<file path="config.mk">
export PLATFORM = sky130hd
export DESIGN_NAME = wvcc_lane
export DESIGN_NICKNAME = d
export VERILOG_FILES = /design/src/wvcc_pkg.sv /design/src/wvcc_lane.sv
export SDC_FILE = /design/constraint.sdc
export NUM_CORES = 2
export LEC_CHECK = 0
export BUFFER_PORTS_ARGS = -buffer_cell sky130_fd_sc_hd__clkbuf_2
export CAP_MARGIN = 0
export CORE_MARGIN = 2
export CORE_UTILIZATION = 25
export CTS_CLUSTER_DIAMETER = 40
export DETAILED_ROUTE_END_ITERATION = 8
export GPL_TIMING_DRIVEN = 1
export PLACE_DENSITY = 0.42
export SETUP_SLACK_MARGIN = 0.5
export SYNTH_ARGS = -nofsm -noshare
export SYNTH_HDL_FRONTEND = slang
export SYNTH_SLANG_ARGS = --single-unit
</file>
<file path="constraint.sdc">
create_clock -name clk -period 7 [get_ports clk]
set_clock_uncertainty 0.1 [all_clocks]
set_input_delay 0.7 -clock clk [delete_from_list [all_inputs] [get_ports clk]]
set_output_delay 0.7 -clock clk [all_outputs]
set_load 0.005 [all_outputs]
</file>
<file path="src/wvcc_pkg.sv">
package wvcc_pkg;

  localparam int COORD_W      = 24;
  localparam int ANGLE_W      = 16;
  localparam int ID_W         = 10;
  localparam int CFG_IDX_W    = 3;
  localparam int CFG_DATA_W   = 24;
  localparam int DEF_ID_BITS  = 10;
  localparam int DEF_ANGLE_IT = 16;
  localparam int ATAN_LEN     = 24;

  // cordic working widths
  localparam int CW = 36;   // x and y
  localparam int ZW = 25;   // angle accumulator, 1/32768 degree

  localparam int FULL_TURN = 46080;
  localparam int HALF_TURN = 23040;
  localparam int QUARTER_Z = 90 * 32768;

  // register indexes
  localparam logic [CFG_IDX_W-1:0] REG_VIEWER_X    = 3'd0;
  localparam logic [CFG_IDX_W-1:0] REG_VIEWER_Y    = 3'd1;
  localparam logic [CFG_IDX_W-1:0] REG_HEADING     = 3'd2;
  localparam logic [CFG_IDX_W-1:0] REG_BOUND_LEFT  = 3'd3;
  localparam logic [CFG_IDX_W-1:0] REG_BOUND_RIGHT = 3'd4;
  localparam logic [CFG_IDX_W-1:0] REG_PORTAL_ACT  = 3'd5;
  localparam logic [CFG_IDX_W-1:0] REG_PORTAL_S    = 3'd6;
  localparam logic [CFG_IDX_W-1:0] REG_PORTAL_E    = 3'd7;

  typedef struct packed {
    logic signed [COORD_W-1:0] start_x;
    logic signed [COORD_W-1:0] start_y;
    logic signed [COORD_W-1:0] end_x;
    logic signed [COORD_W-1:0] end_y;
    logic [ID_W-1:0]           start_id;
    logic [ID_W-1:0]           end_id;
    logic                      last_wall;
  } wall_t;

  typedef struct packed {
    logic                      visible;
    logic signed [ANGLE_W-1:0] start_angle;
    logic signed [ANGLE_W-1:0] end_angle;
    logic                      start_in_view;
    logic                      end_in_view;
    logic                      last;
  } result_t;

  // view settings shared by the lanes and the merge stage
  typedef struct packed {
    logic signed [COORD_W-1:0] vx;
    logic signed [COORD_W-1:0] vy;
    logic [ANGLE_W-1:0]        heading;
    logic signed [ANGLE_W-1:0] bl;
    logic signed [ANGLE_W-1:0] br;
  } view_t;

  // atan(2^-i) in 1/32768 degree
  function automatic logic signed [ZW-1:0] atan_step(input logic [4:0] i);
    logic signed [ZW-1:0] r;
    case (i)
      5'd0:    r = 25'sd1474560;
      5'd1:    r = 25'sd870484;
      5'd2:    r = 25'sd459940;
      5'd3:    r = 25'sd233473;
      5'd4:    r = 25'sd117189;
      5'd5:    r = 25'sd58653;
      5'd6:    r = 25'sd29333;
      5'd7:    r = 25'sd14667;
      5'd8:    r = 25'sd7334;
      5'd9:    r = 25'sd3667;
      5'd10:   r = 25'sd1833;
      5'd11:   r = 25'sd917;
      5'd12:   r = 25'sd458;
      5'd13:   r = 25'sd229;
      5'd14:   r = 25'sd115;
      5'd15:   r = 25'sd57;
      5'd16:   r = 25'sd29;
      5'd17:   r = 25'sd14;
      5'd18:   r = 25'sd7;
      5'd19:   r = 25'sd4;
      5'd20:   r = 25'sd2;
      5'd21:   r = 25'sd1;
      default: r = 25'sd0;
    endcase
    return r;
  endfunction

endpackage

</file>
<file path="src/wvcc_lane.sv">
module wvcc_lane import wvcc_pkg::*; #(
  parameter int ANGLE_ITERATIONS = DEF_ANGLE_IT
) (
  input  logic                      clk,
  input  logic                      en,
  input  logic signed [COORD_W-1:0] px,
  input  logic signed [COORD_W-1:0] py,
  input  logic                      portal_hit,
  input  view_t                     view,
  output logic signed [ANGLE_W-1:0] angle,
  output logic                      in_view
);

  localparam int N = (ANGLE_ITERATIONS < ATAN_LEN) ? ANGLE_ITERATIONS : ATAN_LEN;

  logic signed [CW-1:0] x [0:N];
  logic signed [CW-1:0] y [0:N];
  logic signed [ZW-1:0] z [0:N];
  logic                 zero [0:N];
  logic                 hit [0:N];

  logic signed [COORD_W:0] dx, dy;
  logic signed [CW-1:0]    x0, y0;

  // difference from the viewer and coarse quarter turn
  assign dx = {px[COORD_W-1], px} - {view.vx[COORD_W-1], view.vx};
  assign dy = {py[COORD_W-1], py} - {view.vy[COORD_W-1], view.vy};
  assign x0 = CW'(dx) <<< 8;
  assign y0 = CW'(dy) <<< 8;

  always_ff @(posedge clk) begin
    if (en) begin
      zero[0] <= (dx == '0) && (dy == '0);
      hit[0]  <= portal_hit;
      if (x0 < 0) begin
        if (y0 >= 0) begin
          x[0] <= y0;
          y[0] <= -x0;
          z[0] <= ZW'(QUARTER_Z);
        end else begin
          x[0] <= -y0;
          y[0] <= x0;
          z[0] <= -ZW'(QUARTER_Z);
        end
      end else begin
        x[0] <= x0;
        y[0] <= y0;
        z[0] <= '0;
      end
    end
  end

  // one vectoring step per stage
  for (genvar i = 0; i < N; i++) begin : g_step
    always_ff @(posedge clk) begin
      if (en) begin
        zero[i+1] <= zero[i];
        hit[i+1]  <= hit[i];
        if (y[i] > 0) begin
          x[i+1] <= x[i] + (y[i] >>> i);
          y[i+1] <= y[i] - (x[i] >>> i);
          z[i+1] <= z[i] + atan_step(5'(i));
        end else begin
          x[i+1] <= x[i] - (y[i] >>> i);
          y[i+1] <= y[i] + (x[i] >>> i);
          z[i+1] <= z[i] - atan_step(5'(i));
        end
      end
    end
  end

  // round, remove heading, wrap into the half turn
  logic signed [ZW-1:0] zr;
  logic signed [16:0]   a;
  logic signed [18:0]   t, w;
  logic signed [ANGLE_W-1:0] r;

  always_comb begin
    zr = z[N] + ZW'(128);
    a  = zero[N] ? 17'sd0 : 17'(zr >>> 8);
    t  = 19'(a) - 19'($signed({1'b0, view.heading})) + 19'sd92160;
    if (t >= 19'sd92160)      w = t - 19'sd92160;
    else if (t >= 19'sd46080) w = t - 19'sd46080;
    else                      w = t;
    if (w > 19'(HALF_TURN)) r = ANGLE_W'(w - 19'(FULL_TURN));
    else                    r = ANGLE_W'(w);
  end

  always_ff @(posedge clk) begin
    if (en) begin
      angle   <= r;
      in_view <= (r >= view.br) && (r <= view.bl) && !hit[N];
    end
  end

endmodule

</file>
* Word-level counts from Yosys, hierarchy flattened
Memories as Yosys holds them, arrays and structs flattened.
Index checks and enable logic that the tools add are counted.
** Storage, ports and cells
- RAM bits :: 1683
- Register bits :: 17
- Output and inout port bits :: 17
- Memories :: 5
- Logic and storage cells :: 362
** Memories
- x :: depth 17, width 36, rd ports 16, clocked after memory_dff 0, write ports 17, RTL line wvcc_lane.sv:16 : logic signed [CW-1:0] x [0:N];
- y :: depth 17, width 36, rd ports 16, clocked after memory_dff 0, write ports 17, RTL line wvcc_lane.sv:17 : logic signed [CW-1:0] y [0:N];
- z :: depth 17, width 25, rd ports 17, clocked after memory_dff 0, write ports 17, RTL line wvcc_lane.sv:18 : logic signed [ZW-1:0] z [0:N];
- hit :: depth 17, width 1, rd ports 17, clocked after memory_dff 0, write ports 17, RTL line wvcc_lane.sv:20 : logic hit [0:N];
- zero :: depth 17, width 1, rd ports 17, clocked after memory_dff 0, write ports 17, RTL line wvcc_lane.sv:19 : logic zero [0:N];
** Cells by class
- Bitwise operators :: 54
- Mux-type cells :: 167
- Order comparisons :: 23
- Add/subtract/negate cells :: 105
- Reduce and logical (&&, ||, !) cells :: 6
** Operators by type and width (number)
- two-way mux 36 bit :: 36
- > comparator 36 x 1 -> 1 bit, second input constant :: 16
- two-way mux 25 bit :: 18
- two-way mux 1 bit :: 109
- adder 36 x 21 -> 36 bit :: 2
- adder 36 x 22 -> 36 bit :: 2
- adder 36 x 23 -> 36 bit :: 2
- adder 36 x 24 -> 36 bit :: 2
- adder 36 x 25 -> 36 bit :: 2
- adder 36 x 26 -> 36 bit :: 2
- adder 36 x 27 -> 36 bit :: 2
- adder 36 x 28 -> 36 bit :: 2
- adder 36 x 29 -> 36 bit :: 2
- adder 36 x 30 -> 36 bit :: 2
- adder 36 x 31 -> 36 bit :: 2
- adder 36 x 32 -> 36 bit :: 2
- adder 36 x 33 -> 36 bit :: 2
- adder 36 x 34 -> 36 bit :: 2
- adder 36 x 35 -> 36 bit :: 2
- negation 33 -> 36 bit :: 2
- subtractor 36 x 21 -> 36 bit :: 2
- subtractor 36 x 22 -> 36 bit :: 2
- subtractor 36 x 23 -> 36 bit :: 2
- subtractor 36 x 24 -> 36 bit :: 2
- 65 further kinds :: 136

* Logic depth before layout (Yosys ltp)
An unclocked memory read counts as a cell.
- Depth after elaboration :: 13
- Gate-level depth with buffers :: 39

* Least setup slack after synthesis
OpenSTA, ideal clock, no wires.
- Path kind :: reg-to-reg
- From :: mem z[16][9]
- To :: reg in_view (data pin)
- Stages on the path, launching flop included :: 35
- Data required time :: 6644 ps
- Buffers on the path :: 0
- Library setup time :: 256 ps
- Path slack :: -83 ps
- Arrival time :: 6726 ps
- Path through :: edfxtp_1 and3_1 nand3_2 or3_1 a21oi_1 ha_1 ha_1 a21oi_2 nand2_1 o21a_1 o21ai_0 and2_1 ha_1 nand4_1 nand4bb_1 a211o_1 a211oi_2 nor2_1 xor2_1 ha_1 nand3_1 nor3b_1 a21o_1 o311ai_4 nand2_2 mux2_1 ha_1 nor2b_1 o21ai_0 nand2b_1 a221o_1 nand2_1 a31oi_1 a21oi_1 nor3_1
** RTL lines
- start, declared :: RTL line wvcc_lane.sv:18
- end signal, assigned :: RTL line wvcc_lane.sv:92 : in_view <= (r >= view.br) && (r <= view.bl) && !hit[N];
- end, declared :: RTL line wvcc_lane.sv:11 : output logic in_view

==> metrics.md <==
| Metric | Value |
|---|---|
| Status | complete, no violations |
| Top fanout value on the critical path | 4 |
| Die Ht | about 720 um |
| DP Worst Slack | -0.267 ns |
| First-pass GRT wire length | around 600,000 um |
| Vias | ~100k |
| Rel. slew slack | 24.5% |
| Endpoints failing hold | 0 |
| Post-synth EDFFs | about 1.4k |
| Tcrit/Tclk final | around 100% |
| H-tree levels | 5 |
| Remaining DRCs | 0 |
| Initial antenna violation count | 6 |
| Final RePlAce weighted congestion | between 0.8 and 0.9 |
| CTS max path bufs | 4 |
| Vias/cell | ~4.8 |
| MaxCap Viol Count | 0 |
| Syn-to-layout area delta | 19.4% |
| Worst EP required | 7.54 ns |
| Crit path capture type | register |
| CTS sink count | 1,439 |
| First-pass detailed-route iteration total | 5 |
| Post-Route M1 WL | 190,000 um |
| Post-synth top cells | 1,462 x ha_1, 1,439 x edfxtp_1, 1,269 x xnor2_1, 1,144 x a21oi_1, 1,065 x nor2_1 |
| Port buffer count | between 150 and 200 |
| Initial Utilization | roughly a quarter |
| Largest net degree at the start of global routing | 135 |
| ANT nets after route | 0 |
| FMAX | approximately 140 MHz |
| Ys Warns | 0 |
| Ys flop type | edfxtp_1 |
| Asr flop ratio synth | 0% |
| Critical path class | register to register |
| Die area | around 510,000 um^2 |
| CP Launch Type | register |
| Synth area leader | edfxtp_1 |
| Final Max Tran Viols | 0 |
| CP dominant cell by count | nand2_2 |
| Layout cells sized above 1 | between 10% and 20% |
| Post-synth net total | roughly 15k |
| Crit-path max cell delay | roughly 0.37 ns |
| Slew @ Worst Pin | roughly 1.1 ns |
| Fillers | approximately 53k |
| Crit path buffers/inverters | 2 |
| Clock latency on the worst-skew pair | slightly below 1 ns |
| Yosys reg bits | approximately 1.4k |
| Final setup viols | 0 |
| Slowest-stage cell, CP | edfxtp_1 |
| Average cell area after synthesis | roughly 9.4 um^2 |
| Number of global-route vias before repair | 99.8k |
| Post-synth cell types | about 110 |
| CTS tree | done |
| Post-route core utilization | about 30% |
| WP data arrival | 7.52 ns |
| Final WL | just under 400,000 um |
| Top sig layer | met5 |
| Post-Syn Area | approximately 130,000 um^2 |
| Detailed Route Iter0 Violations | slightly above 6k |
| Met3 Wirelength | 13,000 um |
| Top cell type's share of synthesized area | about a third |
| All-Layer GR Usage | 14.9% |
| Min-delay worst type | input pin to register |
| RSZ-0062 raised after global routing | yes |
| CTS buffer count | about 300 |
| Top-count cell post-synth | ha_1 |
| Sequential area share after synthesis | approximately a third |
| Cell row count | 261 |
| Gr ovfl total | 0 |
| Minimum hold slack | approximately 0.21 ns |
| Final Net Count | 15.9k |
| Synth top area cells | edfxtp_1 34%, ha_1 14%, xnor2_1 8.8%, a21oi_1 4.5%, xor2_1 4.4% |
| Largest delay share family, worst path | compound AO/OA/AOI/OAI gates |
| DP HPWL | roughly 320,000 um |
| Clock slew seen by the registers of the worst setup and hold paths | 0.05 ns |
| Clock root buffer | clkbuf_16 |
| Die X | 716 um |
| Synth Instances | about 13k |
| Routed WL per cell | roughly 19 um |
| Total I/O pin count | around 160 |
| Core footprint | between 500,000 and 600,000 um^2 |
| Fin crit period | between 6 and 7 ns |
| Met2 WL | around 190,000 um |
| Setup ws final | 0.0189 ns |
worst min-delay path: cells and delay by family:
family | cells | cell delay [ns]
fa+ha+maj | 1 | 0.19
buf+inv | 1 | 0.08
mux | 1 | 0.09
worst paths after layout:
check,start,to,slack (ns),depth (start not counted)
worst max-delay path,z[16][8],in_view,0.02,39
worst min register to register,zero[0][2],zero[0][3],0.31,0
worst min-delay path,view[48],y[0][8],0.21,3
worst max register to register,z[16][8],in_view,0.02,39
kinds of logic (layout without fill, tap and decap cells):
group / Yosys count / in the layout / synth area share, %
fa+ha+maj: 1500 / 1500 / 15.0
simple gates: 3867 / 3867 / 15.1
mux: 100 / 100 / 0.824
xor+xnor: 1906 / 1906 / 13.2
other cells: 0 / 2 / 0
buf+inv: 871 / 1926 / 2.61
compound gates: 3780 / 3780 / 19.1
flops: 1439 / 1439 / 34.1
layout by cell type (no fill, tap or decap), types with 171 or more instances in the layout:
cell	count
xor2_1	632
clkbuf_16	301
xnor2_1	1268
inv_1	631
o21a_1	182
a21o_1	418
a21oi_1	1104
buf_4	544
or3_1	171
o21ai_0	718
ha_1	1447
o31ai_1	194
nand3_1	305
nor2_1	1057
nand2_1	750
nand2b_1	208
nor3_1	403
edfxtp_1	1439
metal layers:
layer  vias to the layer above  global-route usage (%)
met5                         -                       0
met4                         2                    3.33
met3                       454                    1.52
met2                      1531                    25.1
met1                     48800                    20.4
li1                      51800                       -
repair_timing:
item,CTS,global route
setup buffers,19,82
hold endpoints to repair,3,0
pin swaps,23,150
cloned,0,0
resized for setup,87,258
setup endpoints to repair,78,155
hold buffers,2,0
through the flow:
| step | cell area (um^2) | instances | TNS [ns] |
|---|---|---|---|
| 3_3_place_gp | 139000 | 20600 | -0.371 |
| 3_5_place_dp | 139000 | 20600 | -0.267 |
| 6_report | 151000 | 21200 | 0 |
| 5_1_grt | 151000 | 21200 | -0.405 |
| 2_1_floorplan | 127000 | 13500 | 0 |
| 4_1_cts | 150000 | 21100 | -0.0427 |
cell type report:
cell class | count | area [um^2] | area share [%]
repair buffers | 734 | 5300 | 3.50
clock buffers | 325 | 7620 | 5.04
flip-flops and latches | 1439 | 43200 | 28.6
well taps | 6706 | 8390 | 5.54
multi-input cells | 11200 | 81900 | 54.1
diodes | 2 | 5.00 | 0.00331
inverters | 647 | 2460 | 1.62
clock inverters | 220 | 2490 | 1.65
state kept, by name, summed over array words and instances, names as in the netlist:
register / count
in_view: 1
x: 495
y: 543
hit: 17
z: 350
zero: 17
angle: 16
Power is left out: the tool's default activity adds up to more than one toggle a clock period on the data nets, which glitch-free logic cannot reach.
