==> src/wvcc_pkg.sv <==
package wvcc_pkg;

  localparam int COORD_W      = 24;
  localparam int ANGLE_W      = 16;
  localparam int ID_W         = 10;
  localparam int CFG_IDX_W    = 3;
  localparam int CFG_DATA_W   = 24;
  localparam int DEF_ID_BITS  = 10;
  localparam int DEF_ANGLE_IT = 16;
  localparam int ATAN_LEN     = 24;

  // cordic working widths
  localparam int CW = 36;   // x and y
  localparam int ZW = 25;   // angle accumulator, 1/32768 degree

  localparam int FULL_TURN = 46080;
  localparam int HALF_TURN = 23040;
  localparam int QUARTER_Z = 90 * 32768;

  // register indexes
  localparam logic [CFG_IDX_W-1:0] REG_VIEWER_X    = 3'd0;
  localparam logic [CFG_IDX_W-1:0] REG_VIEWER_Y    = 3'd1;
  localparam logic [CFG_IDX_W-1:0] REG_HEADING     = 3'd2;
  localparam logic [CFG_IDX_W-1:0] REG_BOUND_LEFT  = 3'd3;
  localparam logic [CFG_IDX_W-1:0] REG_BOUND_RIGHT = 3'd4;
  localparam logic [CFG_IDX_W-1:0] REG_PORTAL_ACT  = 3'd5;
  localparam logic [CFG_IDX_W-1:0] REG_PORTAL_S    = 3'd6;
  localparam logic [CFG_IDX_W-1:0] REG_PORTAL_E    = 3'd7;

  typedef struct packed {
    logic signed [COORD_W-1:0] start_x;
    logic signed [COORD_W-1:0] start_y;
    logic signed [COORD_W-1:0] end_x;
    logic signed [COORD_W-1:0] end_y;
    logic [ID_W-1:0]           start_id;
    logic [ID_W-1:0]           end_id;
    logic                      last_wall;
  } wall_t;

  typedef struct packed {
    logic                      visible;
    logic signed [ANGLE_W-1:0] start_angle;
    logic signed [ANGLE_W-1:0] end_angle;
    logic                      start_in_view;
    logic                      end_in_view;
    logic                      last;
  } result_t;

  // view settings shared by the lanes and the merge stage
  typedef struct packed {
    logic signed [COORD_W-1:0] vx;
    logic signed [COORD_W-1:0] vy;
    logic [ANGLE_W-1:0]        heading;
    logic signed [ANGLE_W-1:0] bl;
    logic signed [ANGLE_W-1:0] br;
  } view_t;

  // atan(2^-i) in 1/32768 degree
  function automatic logic signed [ZW-1:0] atan_step(input logic [4:0] i);
    logic signed [ZW-1:0] r;
    case (i)
      5'd0:    r = 25'sd1474560;
      5'd1:    r = 25'sd870484;
      5'd2:    r = 25'sd459940;
      5'd3:    r = 25'sd233473;
      5'd4:    r = 25'sd117189;
      5'd5:    r = 25'sd58653;
      5'd6:    r = 25'sd29333;
      5'd7:    r = 25'sd14667;
      5'd8:    r = 25'sd7334;
      5'd9:    r = 25'sd3667;
      5'd10:   r = 25'sd1833;
      5'd11:   r = 25'sd917;
      5'd12:   r = 25'sd458;
      5'd13:   r = 25'sd229;
      5'd14:   r = 25'sd115;
      5'd15:   r = 25'sd57;
      5'd16:   r = 25'sd29;
      5'd17:   r = 25'sd14;
      5'd18:   r = 25'sd7;
      5'd19:   r = 25'sd4;
      5'd20:   r = 25'sd2;
      5'd21:   r = 25'sd1;
      default: r = 25'sd0;
    endcase
    return r;
  endfunction

endpackage

==> src/wvcc_merge.sv <==
module wvcc_merge import wvcc_pkg::*; #(
  parameter int DEPTH = DEF_ANGLE_IT + 2
) (
  input  logic                      clk,
  input  logic                      en,
  input  logic                      hidden_in,
  input  logic                      last_in,
  input  logic signed [ANGLE_W-1:0] sa,
  input  logic signed [ANGLE_W-1:0] ea,
  input  logic                      siv,
  input  logic                      eiv,
  input  logic signed [ANGLE_W-1:0] bl,
  output result_t                   result
);

  logic hid [0:DEPTH-1];
  logic lst [0:DEPTH-1];

  // wall-level flags follow the lanes
  always_ff @(posedge clk) begin
    if (en) begin
      hid[0] <= hidden_in;
      lst[0] <= last_in;
    end
  end

  for (genvar i = 1; i < DEPTH; i++) begin : g_dly
    always_ff @(posedge clk) begin
      if (en) begin
        hid[i] <= hid[i-1];
        lst[i] <= lst[i-1];
      end
    end
  end

  // angles measured from the left bound, then the span test
  logic signed [18:0] fs, fe, d;
  logic               spans;

  always_comb begin
    fs = 19'(sa) - 19'(bl);
    fe = 19'(ea) - 19'(bl);
    if (fs < 0) fs = fs + 19'(FULL_TURN);
    if (fe < 0) fe = fe + 19'(FULL_TURN);
    d     = fe - fs;
    spans = (d > 19'(HALF_TURN)) || (d < -19'(HALF_TURN));
  end

  always_ff @(posedge clk) begin
    if (en) begin
      result.visible       <= (siv || eiv || spans) && !hid[DEPTH-1];
      result.start_angle   <= sa;
      result.end_angle     <= ea;
      result.start_in_view <= siv;
      result.end_in_view   <= eiv;
      result.last          <= lst[DEPTH-1];
    end
  end

endmodule

==> config.mk <==
export PLATFORM = sky130hd
export DESIGN_NAME = wvcc_merge
export DESIGN_NICKNAME = d
export VERILOG_FILES = /design/src/wvcc_pkg.sv /design/src/wvcc_merge.sv
export SDC_FILE = /design/constraint.sdc
export NUM_CORES = 1
export LEC_CHECK = 0
export ABC_AREA = 1
export BUFFER_PORTS_ARGS = -buffer_cell sky130_fd_sc_hd__clkbuf_2
export CAP_MARGIN = 10
export CELL_PAD_IN_SITES_DETAIL_PLACEMENT = 0
export CELL_PAD_IN_SITES_GLOBAL_PLACEMENT = 1
export CORE_MARGIN = 2
export CORE_UTILIZATION = 39
export CTS_CLUSTER_DIAMETER = 30
export CTS_CLUSTER_SIZE = 28
export DETAILED_ROUTE_END_ITERATION = 10
export PLACE_DENSITY = 0.82
export SLEW_MARGIN = 20
export SYNTH_ARGS = -nofsm -noshare
export SYNTH_HDL_FRONTEND = slang
export SYNTH_SLANG_ARGS = --single-unit
==> constraint.sdc <==
create_clock -name clk -period 4.2 [get_ports clk]
set_input_delay 0.42 -clock clk [delete_from_list [all_inputs] [get_ports clk]]
set_output_delay 0.42 -clock clk [all_outputs]
set_load 0.01 [all_outputs]
Yosys cells after proc, flatten, opt, wreduce, memory -nomap -nowiden
Memory sizes are Yosys's and may differ from the RTL's. A register that Yosys moved wholly into a read port is not among the register bits.
Index checks and enable logic that the tools add are counted.
{"block": "totals", "in_bits": 54, "wordCells": 25, "ram_bits": 36, "memories": 2, "output_inout_bits": 36, "latch_bits": 0, "romBits": 0, "ff_bits": 35}
{"block": "op_classes", "muxes": 4, "bitwise": 0, "eq_ne": 0, "add_sub_neg": 5, "div": 0, "order_cmp": 4, "shift": 0, "n_reduce_logical": 5, "multipliers": 0}
{"name": "hid", "depth": 18, "width": 1, "read_ports": 18, "rd_clocked_by_memory_dff": 0, "wr": 18, "line_no": "wvcc_merge.sv:16", "rtl": "logic hid [0:DEPTH-1];"}
{"name": "lst", "depth": 18, "width": 1, "read_ports": 18, "rd_clocked_by_memory_dff": 1, "wr": 18, "line_no": "wvcc_merge.sv:17", "rtl": "logic lst [0:DEPTH-1];"}
{"op": "2-to-1 mux 19 bit", "n": 2}
{"op": "adder 17 x 17 -> 18 bit (second input constant)", "n": 2}
{"op": "< comparator 17 x 1 -> 1 bit (second input constant)", "n": 2}
{"op": "subtractor 16 x 16 -> 17 bit", "n": 2}
{"op": "> comparator 19 x 16 -> 1 bit (second input constant)", "n": 1}
{"op": "< comparator 19 x 16 -> 1 bit (second input constant)", "n": 1}
{"op": "subtractor 19 bit", "n": 1}
{"op": "logical OR 1 bit", "n": 3}
{"op": "2-to-1 mux 1 bit", "n": 2}
{"op": "logical AND 1 bit", "n": 1}
{"op": "zero test 1 bit", "n": 1}

Depth between registers and ports, before layout
Gate-level depths: netlist of run 1.
{"block": "logic_depth", "word_depth": 8, "ltp_mapped": 33, "ltp_nobuf": 32}

Least setup slack after synthesis of run 1
OpenSTA, ideal clock, no wires.
{"block": "synth_timing", "path_kind": "input to register", "from": "in ea[0]", "to": "reg result[35] (netlist name) (data pin)", "required_time_ps": 3951, "setup_time_ps": 249, "path_stages": 28, "path_slack_ps": 243, "arrival_ps": 3708, "n_path_buf": 0, "path_cell_list": "inv_1 > ha_1 > fa_1 > o21ai_2 > a21boi_2 > o21ai_2 > nand2_1 > nand3_1 > nand2_2 > ha_1 > mux2_4 > ha_1 > nand2_1 > inv_1 > nand2_1 > inv_1 > a21oi_1 > nand2_1 > nand2_1 > nand2_1 > nor2_1 > nand2_1 > nor2_1 > nand3_1 > nand3_1 > nand3_1 > nand2_1 > inv_1"}
{"block": "synth_via", "elab_chain_len": 8, "word_cells_on_any_way": 10, "cone_classes": "3 x add/sub; 3 x order compare; 1 x mux; 3 x reduce/logical"}
{"element": "start, declared", "line_no": "wvcc_merge.sv:9", "rtl": "input logic signed [ANGLE_W-1:0] ea,"}
{"element": "subtractor 16 x 16 -> 17 bit *", "line_no": "wvcc_merge.sv:42", "rtl": "fe = 19'(ea) - 19'(bl);"}
{"element": "adder 17 x 17 -> 18 bit or < comparator 17 x 1 -> 1 bit (tied branches)", "line_no": "wvcc_merge.sv:44", "rtl": "if (fe < 0) fe = fe + 19'(FULL_TURN);"}
{"element": "2-to-1 mux 19 bit *", "line_no": "wvcc_merge.sv:44"}
{"element": "subtractor 19 bit *", "line_no": "wvcc_merge.sv:45", "rtl": "d = fe - fs;"}
{"element": "> comparator 19 x 16 -> 1 bit or < comparator 19 x 16 -> 1 bit (tied branches)", "line_no": "wvcc_merge.sv:46", "rtl": "spans = (d > 19'(HALF_TURN)) || (d < -19'(HALF_TURN));"}
{"element": "logical OR 1 bit *", "line_no": "wvcc_merge.sv:46"}
{"element": "logical OR 1 bit *", "line_no": "wvcc_merge.sv:51", "rtl": "result.visible <= (siv || eiv || spans) && !hid[DEPTH-1];"}
{"element": "logical AND 1 bit *", "line_no": "wvcc_merge.sv:51"}
{"element": "end, declared", "line_no": "wvcc_merge.sv:13", "rtl": "output result_t result"}
Mark *: on every way between the ends. The rest lies on a longest branch, timed or not.
A chain may end at the register's enable or synchronous reset.

Worst setup path after layout of run 1
Same ends and word-level chain as after synthesis.

==> reports/results.tsv, run 1 <==
stage	metric	value	unit
run_status	status	finished clean	
finish	finished layout cell area	0.00689	mm2
cts	Clock Pin Slew Worst Setup and Hold Paths	0.06	ns
floorplanning	Starting Density	40.1	%
drt	DR iter-0 viols	229	
critical_path	slowest CP cell	fa_2	
synthesis	Post-Synth Simple-Gate Area	25.7	%
pwr	Pint	2.08	mW
synthesis	post-synthesis mux area share	0.450	%
pwr	power per cell area	516	mW/mm2
floorplanning	IO Pins	90	
drt	first-pass detailed-route iteration total	4	
critical_path	Max stage delay on crit path	0.42	ns
pwr	Seq pwr share	24.2	%
timing	WHS	0.245	ns
synthesis	flops & latches, synth	72	
synthesis	Synth Area in Compound Gates	7.67	%
timing	Slew Limit Fails	0	
floorplanning	Core ar.	0.0139	mm2
synthesis	Most used DFF post-synth	edfxtp_1	
timing	Fmax	258	MHz
critical_path	worst setup path category	input port to register	
synthesis	Distinct cells, synth	41	
cts	Clk Tree Root Cell	clkbuf_16	
global_route	pin count of the biggest net entering global routing	45	
cts	CTS tree	built	
pwr	Sw Share	41.6	%
finish	share of layout cells above drive strength 1	26.6	%
pwr	Lkg Pwr	3.49	nW
finish	final core utilization	49.7	%
cts	CTS Buf Count	9	
timing	worst slew pin tran	0.943	ns
cts	latest clock arrival within the worst-skew pair	0.35	ns
synthesis	Async SR Flop Fraction	0	%
synthesis	cell count after synthesis	666	
min_path	HP Class	input port to register	
drt	drt wl/cell	13.1	um
timing	Final TNS setup	0	ns
synthesis	Adder-Cell Fraction of Synth Area	12.6	%
critical_path	Worst setup EP type	register	
synthesis	synth warn	0	
global_route	first-pass GRT wire length	21.5	mm
synthesis	combinational family with the most area after synthesis	simple AND/OR/NAND/NOR gates	
timing	max_slew headroom	37.2	%
finish	Layout area overhead	23.9	%
critical_path	Critical Path AT	3.98	ns
critical_path	CP max FO	6	
critical_path	Crit path max-delay family	simple AND/OR/NAND/NOR gates	
job	max cap viols	0	
drt	Routed Antenna Nets	0	
synthesis	syn nets	774	
cts	Clock Sinks	72	
finish	FF/Latch Area	0.00216	mm2
synthesis	synthesized cell area	0.00556	mm2
finish	# fillers	1369	
drt	Total Wirelength	12.9	mm
critical_path	critical path's most frequent cell	nand3_1	
drt	via density per instance	4.73	
finish	footprint of the multi-input gates	0.00305	mm2
global_route	vias in the first global route	4652	
critical_path	Buf/Inv on CP	4	
place	GP Congestion	0.874	
global_route	total gr overflow	0	
timing	Final Setup Violations	0	
cts	hold-fix buffers at CTS	0	
finish	final net count	911	
finish	# diodes	0	
floorplanning	DIE AREA	0.0152	mm2
critical_path	CP Launch Type	input port	
place	Post-DP HPWL	10.6	mm
timing	Clock Skews	0.00301	ns
timing	final hold vios	0	
cts	CTS H-tree depth	3	
pwr	Net Sw Power	1.48	mW
min_path	worst hold path cell count	1	
timing	Final Cycle Share	92.2	%
drt	via count	4671	
floorplanning	Rows	43	
place	Port Buf Inserts	89	
floorplanning	die width	123	um
drt	number of remaining DRC errors	0	
critical_path	worst endpoint required time	4.30	ns
timing	min Tclk post-route	3.87	ns
floorplanning	Die Y	123	um
synthesis	EDFF count, synth	72	
place	Area after DPL	0.00648	mm2
synthesis	Post-Synth XOR/XNOR Area	6.95	%
pwr	worst vdd ir	0.292	mV
pwr	combinational power share	54.2	%
critical_path	CP Depth	29	
cts	clk buf depth	2	
global_route	GRT Overall Usage	18.2	%
critical_path	Register-to-Register Path Depth	0	
synthesis	Mapped Avg Cell Area	8.35	um2
pwr	clock network fraction of design power	21.7	%
synthesis	register area share after synthesis	38.9	%
pwr	power after layout	3.56	mW
global_route	antenna violations before repair	0	
layout make-up:
class	instances	area share (%)
repair buffers	127	10.6
flip-flops and latches	72	31.4
clock buffers	9	3.27
inverters	114	6.21
clock inverters	7	1.02
multi-input cells	479	44.3
well taps	180	3.27
sequential cells by signal, summed over array words and instances (netlist names):
| register | cells |
|---|---|
| hid | 18 |
| lst | 18 |
| result | 36 |
repair_timing:
action | CTS | global route
setup buffers | 0 | 4
endpoints found under the setup margin | 0 | 1
endpoints found under the hold margin | 0 | 0
gates resized for setup | 0 | 20
synth_stat cells, types with 3 or more instances:
master	number	area [um2]
xor2_1	23	201
inv_1	112	420
nand2_1	182	683
ha_1	51	638
nor3_1	5	25.0
o21ai_0	9	45.0
a31oi_1	3	18.8
a21oi_1	39	195
nand3_2	8	80.1
fa_1	3	60.1
nor2_2	5	31.3
o21ai_2	3	26.3
xor2_2	5	81.3
edfxtp_1	72	2160
nand2_2	19	119
o21ai_1	3	15.0
xnor2_1	10	87.6
nand3b_1	3	22.5
nor2_1	32	120
nand4_1	10	62.6
nand3_1	42	210
layer usage:
layer	global-route usage, %	wire [um]	vias up
met4	5.04	155	0
li1	-	-	2466
met1	23.8	6170	2095
met2	30.2	5970	98
met5	0	0	-
met3	4.20	623	12
placed cells by master (no fill, tap or decap), drive strengths merged:
cell type | synthesis | final
clkbuf | 0 | 97
o2111ai | 1 | 1
buf | 1 | 39
and3 | 2 | 2
or2 | 1 | 1
a21boi | 2 | 2
nand4 | 11 | 11
nand3b | 3 | 3
o21ai | 15 | 15
inv | 114 | 115
o21a | 1 | 1
nand2 | 203 | 203
xor2 | 28 | 28
mux2 | 1 | 1
mux2i | 1 | 1
a31oi | 3 | 3
ha | 51 | 51
a21oi | 41 | 41
clkinvlp | 0 | 1
a21o | 1 | 1
and2 | 2 | 2
nor3 | 5 | 5
nor2 | 38 | 38
o31ai | 1 | 1
clkinv | 0 | 4
xnor2 | 11 | 11
edfxtp | 72 | 72
o21bai | 3 | 3
nand3 | 50 | 50
o221ai | 1 | 1
bufinv | 0 | 1
fa | 3 | 3
metrics by stage:
step	instances	setup WS [ns]
floorplan	666	0.243
global placement	968	-0.201
detailed placement	968	-0.291
CTS	984	0.0612
global route	988	-0.00871
finish	988	0.327
cells by family after synthesis:
family,Yosys count
compound gates,69
xor+xnor,39
fa+ha+maj,54
buf+inv,115
flops,72
mux,2
simple gates,315
power by group through the flow:
stage	clock network, mW	registers (mW)	logic, mW
global route	0.817	0.865	2.20
CTS	0.797	0.861	1.83
global placement	0	0.874	1.80
finish	0.770	0.860	1.93
detailed placement	0	0.876	1.82
floorplan	0	0.889	1.27
worst paths after layout:
path | startpoint | to | slack (ns)
setup / recovery | ea[0] | result[35] | 0.33
hold / removal | hidden_in | hid[0] | 0.25
setup reg to reg | hid[3] | hid[4] | 3.51
hold reg to reg | hid[12] | hid[13] | 0.42
No activity file was read; power rests on OpenSTA's default activity.
==> inputs of run 2 (changes only) <==
==> constraint.sdc (replaced) <==
create_clock -name clk -period 4.2 [get_ports clk]
set_input_delay 0.21 -clock clk [delete_from_list [all_inputs] [get_ports clk]]
set_output_delay 0.21 -clock clk [all_outputs]
set_load 0.01 [all_outputs]
==> run 2 against run 1 <==
Compared with the run above: utilization shrank 1.4 points; flip-flop and latch count is the same; non-clock buffer count shrank 23; worst hold slack lost 0.20 ns; routed wire length grew 2.2%; register-to-register slack lost 0.05 ns; setup slack lost 0.0087 ns; critical path depth shrank 2; via count grew 0.94%; count of clock-buffer cells in the layout is the same; clock skew grew 0.0054 ns; combinational power shrank 7%.
==> reports/results.tsv, run 2 (synthesis results as in run 1) <==
stage	metric	value	unit
global_route	vias in the first global route	4757	
finish	# diodes	0	
global_route	first-pass GRT wire length	22.3	mm
timing	Final Cycle Share	92.4	%
global_route	antenna violations before repair	0	
finish	footprint of the multi-input gates	0.00300	mm2
critical_path	Critical Path AT	3.98	ns
critical_path	Worst R2R Setup Slack	3.46	ns
finish	finished layout cell area	0.00670	mm2
timing	worst slew pin tran	0.928	ns
timing	Slew Limit Fails	0	
min_path	HP Class	input port to register	
place	GP Congestion	0.863	
timing	Final Setup Violations	0	
pwr	Lkg Pwr	3.38	nW
critical_path	worst endpoint required time	4.29	ns
floorplanning	DIE AREA	0.0152	mm2
place	Area after DPL	0.00632	mm2
cts	CTS H-tree depth	3	
job	max cap viols	0	
global_route	GRT Overall Usage	18.7	%
finish	Top Registers	result (36), hid (18), lst (18)	
critical_path	CP max FO	5	
pwr	worst vdd ir	0.250	mV
finish	Largest register FFs	36	
finish	FF/Latch Area	0.00216	mm2
finish	commonest non-fill, non-tap cells in the layout	nand2_1 (182), inv_1 (112), clkbuf_2 (88), edfxtp_1 (72), ha_1 (47)	
floorplanning	Rows	43	
finish	share of layout cells above drive strength 1	23.7	%
finish	# fillers	1392	
cts	CTS tree	built	
floorplanning	Starting Density	40.1	%
timing	min Tclk post-route	3.88	ns
critical_path	worst setup path category	input port to register	
pwr	power per cell area	520	mW/mm2
drt	first-pass detailed-route iteration total	5	
cts	latest clock arrival within the worst-skew pair	0.34	ns
run_status	status	finished clean	
critical_path	Critical Path End	result[35]	
drt	via count	4715	
drt	drt wl/cell	13.7	um
critical_path	Worst setup EP type	register	
floorplanning	IO Pins	90	
drt	DR iter-0 viols	381	
floorplanning	Die Y	123	um
critical_path	CP Launch Type	input port	
critical_path	worst r2r src	hid[17]	
timing	max_slew headroom	38.2	%
timing	Final WS setup	0.319	ns
timing	final hold vios	0	
floorplanning	die width	123	um
critical_path	reg2reg end	result[35]	
finish	final net count	888	
global_route	total gr overflow	0	
drt	Total Wirelength	13.2	mm
timing	Fmax	258	MHz
place	worst slack, placed	-0.143	ns
floorplanning	Core ar.	0.0139	mm2
drt	number of remaining DRC errors	0	
place	Port Buf Inserts	89	
timing	Clock Skews	0.00842	ns
critical_path	CP Launch Point	ea[0]	
cts	Clk Tree Root Cell	clkbuf_16	
cts	CTS Buf Count	9	
finish	Reg with most FFs	result	
critical_path	Register-to-Register Path Depth	3	
global_route	pin count of the biggest net entering global routing	38	
cts	hold-fix buffers at CTS	0	
drt	via density per instance	4.89	
finish	commonest non-fill, non-tap cell in the layout	nand2_1	
pwr	power after layout	3.48	mW
drt	Routed Antenna Nets	0	
cts	Clock Sinks	72	
place	Post-DP HPWL	10.7	mm
cts	clk buf depth	2	
finish	Layout area overhead	20.5	%
cts	Clock Pin Slew Worst Setup and Hold Paths	0.06	ns
run 2: cell count changes in the layout (fill, tap and decap cells not counted), sizes merged:
cell | previous run | this run
clkinv | 4 | 1
bufinv | 1 | 2
inv | 115 | 116
buf | 39 | 16
clkinvlp | 1 | 2
run 2: metrics by stage:
step / utilization (%) / cells / hold WS (ns) / TNS, ns
after floorplan: - / 666 / 0.309 / 0
after global placement: 45.5 / 946 / 0.389 / 0
after detailed placement: 45.5 / 946 / 0.389 / -0.143
after CTS: 47.9 / 962 / 0.0343 / 0
after global routing: 48.3 / 965 / 0.0311 / -0.000265
final: 48.3 / 965 / 0.0465 / 0
run 2: power breakdown:
part	internal [mW]	total [mW]	switching (mW)
combinational	0.670	1.79	1.12
sequential	0.847	0.860	0.0124
clock	0.525	0.833	0.308
run 2: what timing repair did:
| item | CTS | global route |
|---|---|---|
| setup endpoints to repair | 0 | 1 |
| resized for setup | 0 | 11 |
| buffers inserted | 0 | 3 |
run 2: critical path: stages:
cell and delay (ns):
clkbuf_2 0.09, inv_1 0.06, ha_1 0.23, fa_1 0.44, o21ai_4 0.20, a21boi_2 0.10
o21ai_2 0.16, nand2_1 0.08, nand3_1 0.10, nand2_2 0.08, ha_1 0.28, mux2_4 0.26
ha_2 0.36, nand2_1 0.09, inv_1 0.08, nand2_1 0.10, nor2_2 0.14, nand4_1 0.17
nand3_1 0.14, nand2_1 0.09, nand2_2 0.10, and3_1 0.15, nand2_1 0.05, nand2_1 0.05
nand3_1 0.07, nand2_1 0.06, inv_1 0.03
run 2: cell type report:
cell class | count | area share [%]
clock inverter | 7 | 1.51
tap | 180 | 3.36
inverter | 114 | 6.38
multi-input combinational | 479 | 44.8
clock buffer | 9 | 3.36
timing repair buffer | 104 | 8.32
sequential | 72 | 32.3
run 2: worst min-delay path by stage:
stage / cells past startpoint / start / endpoint
after floorplan: 0 / hidden_in / hid[0]
after global placement: 1 / last_in / lst[0]
after detailed placement: 1 / last_in / lst[0]
after CTS: 1 / last_in / lst[0]
after global routing: 1 / last_in / lst[0]
final: 1 / hidden_in / hid[0]
run 2: metal layers:
layer / global-route usage (%) / wire length (um)
met1: 24.3 / 6110
met2: 31.9 / 6240
met3: 4.38 / 709
met4: 3.76 / 153
met5: 0 / 0
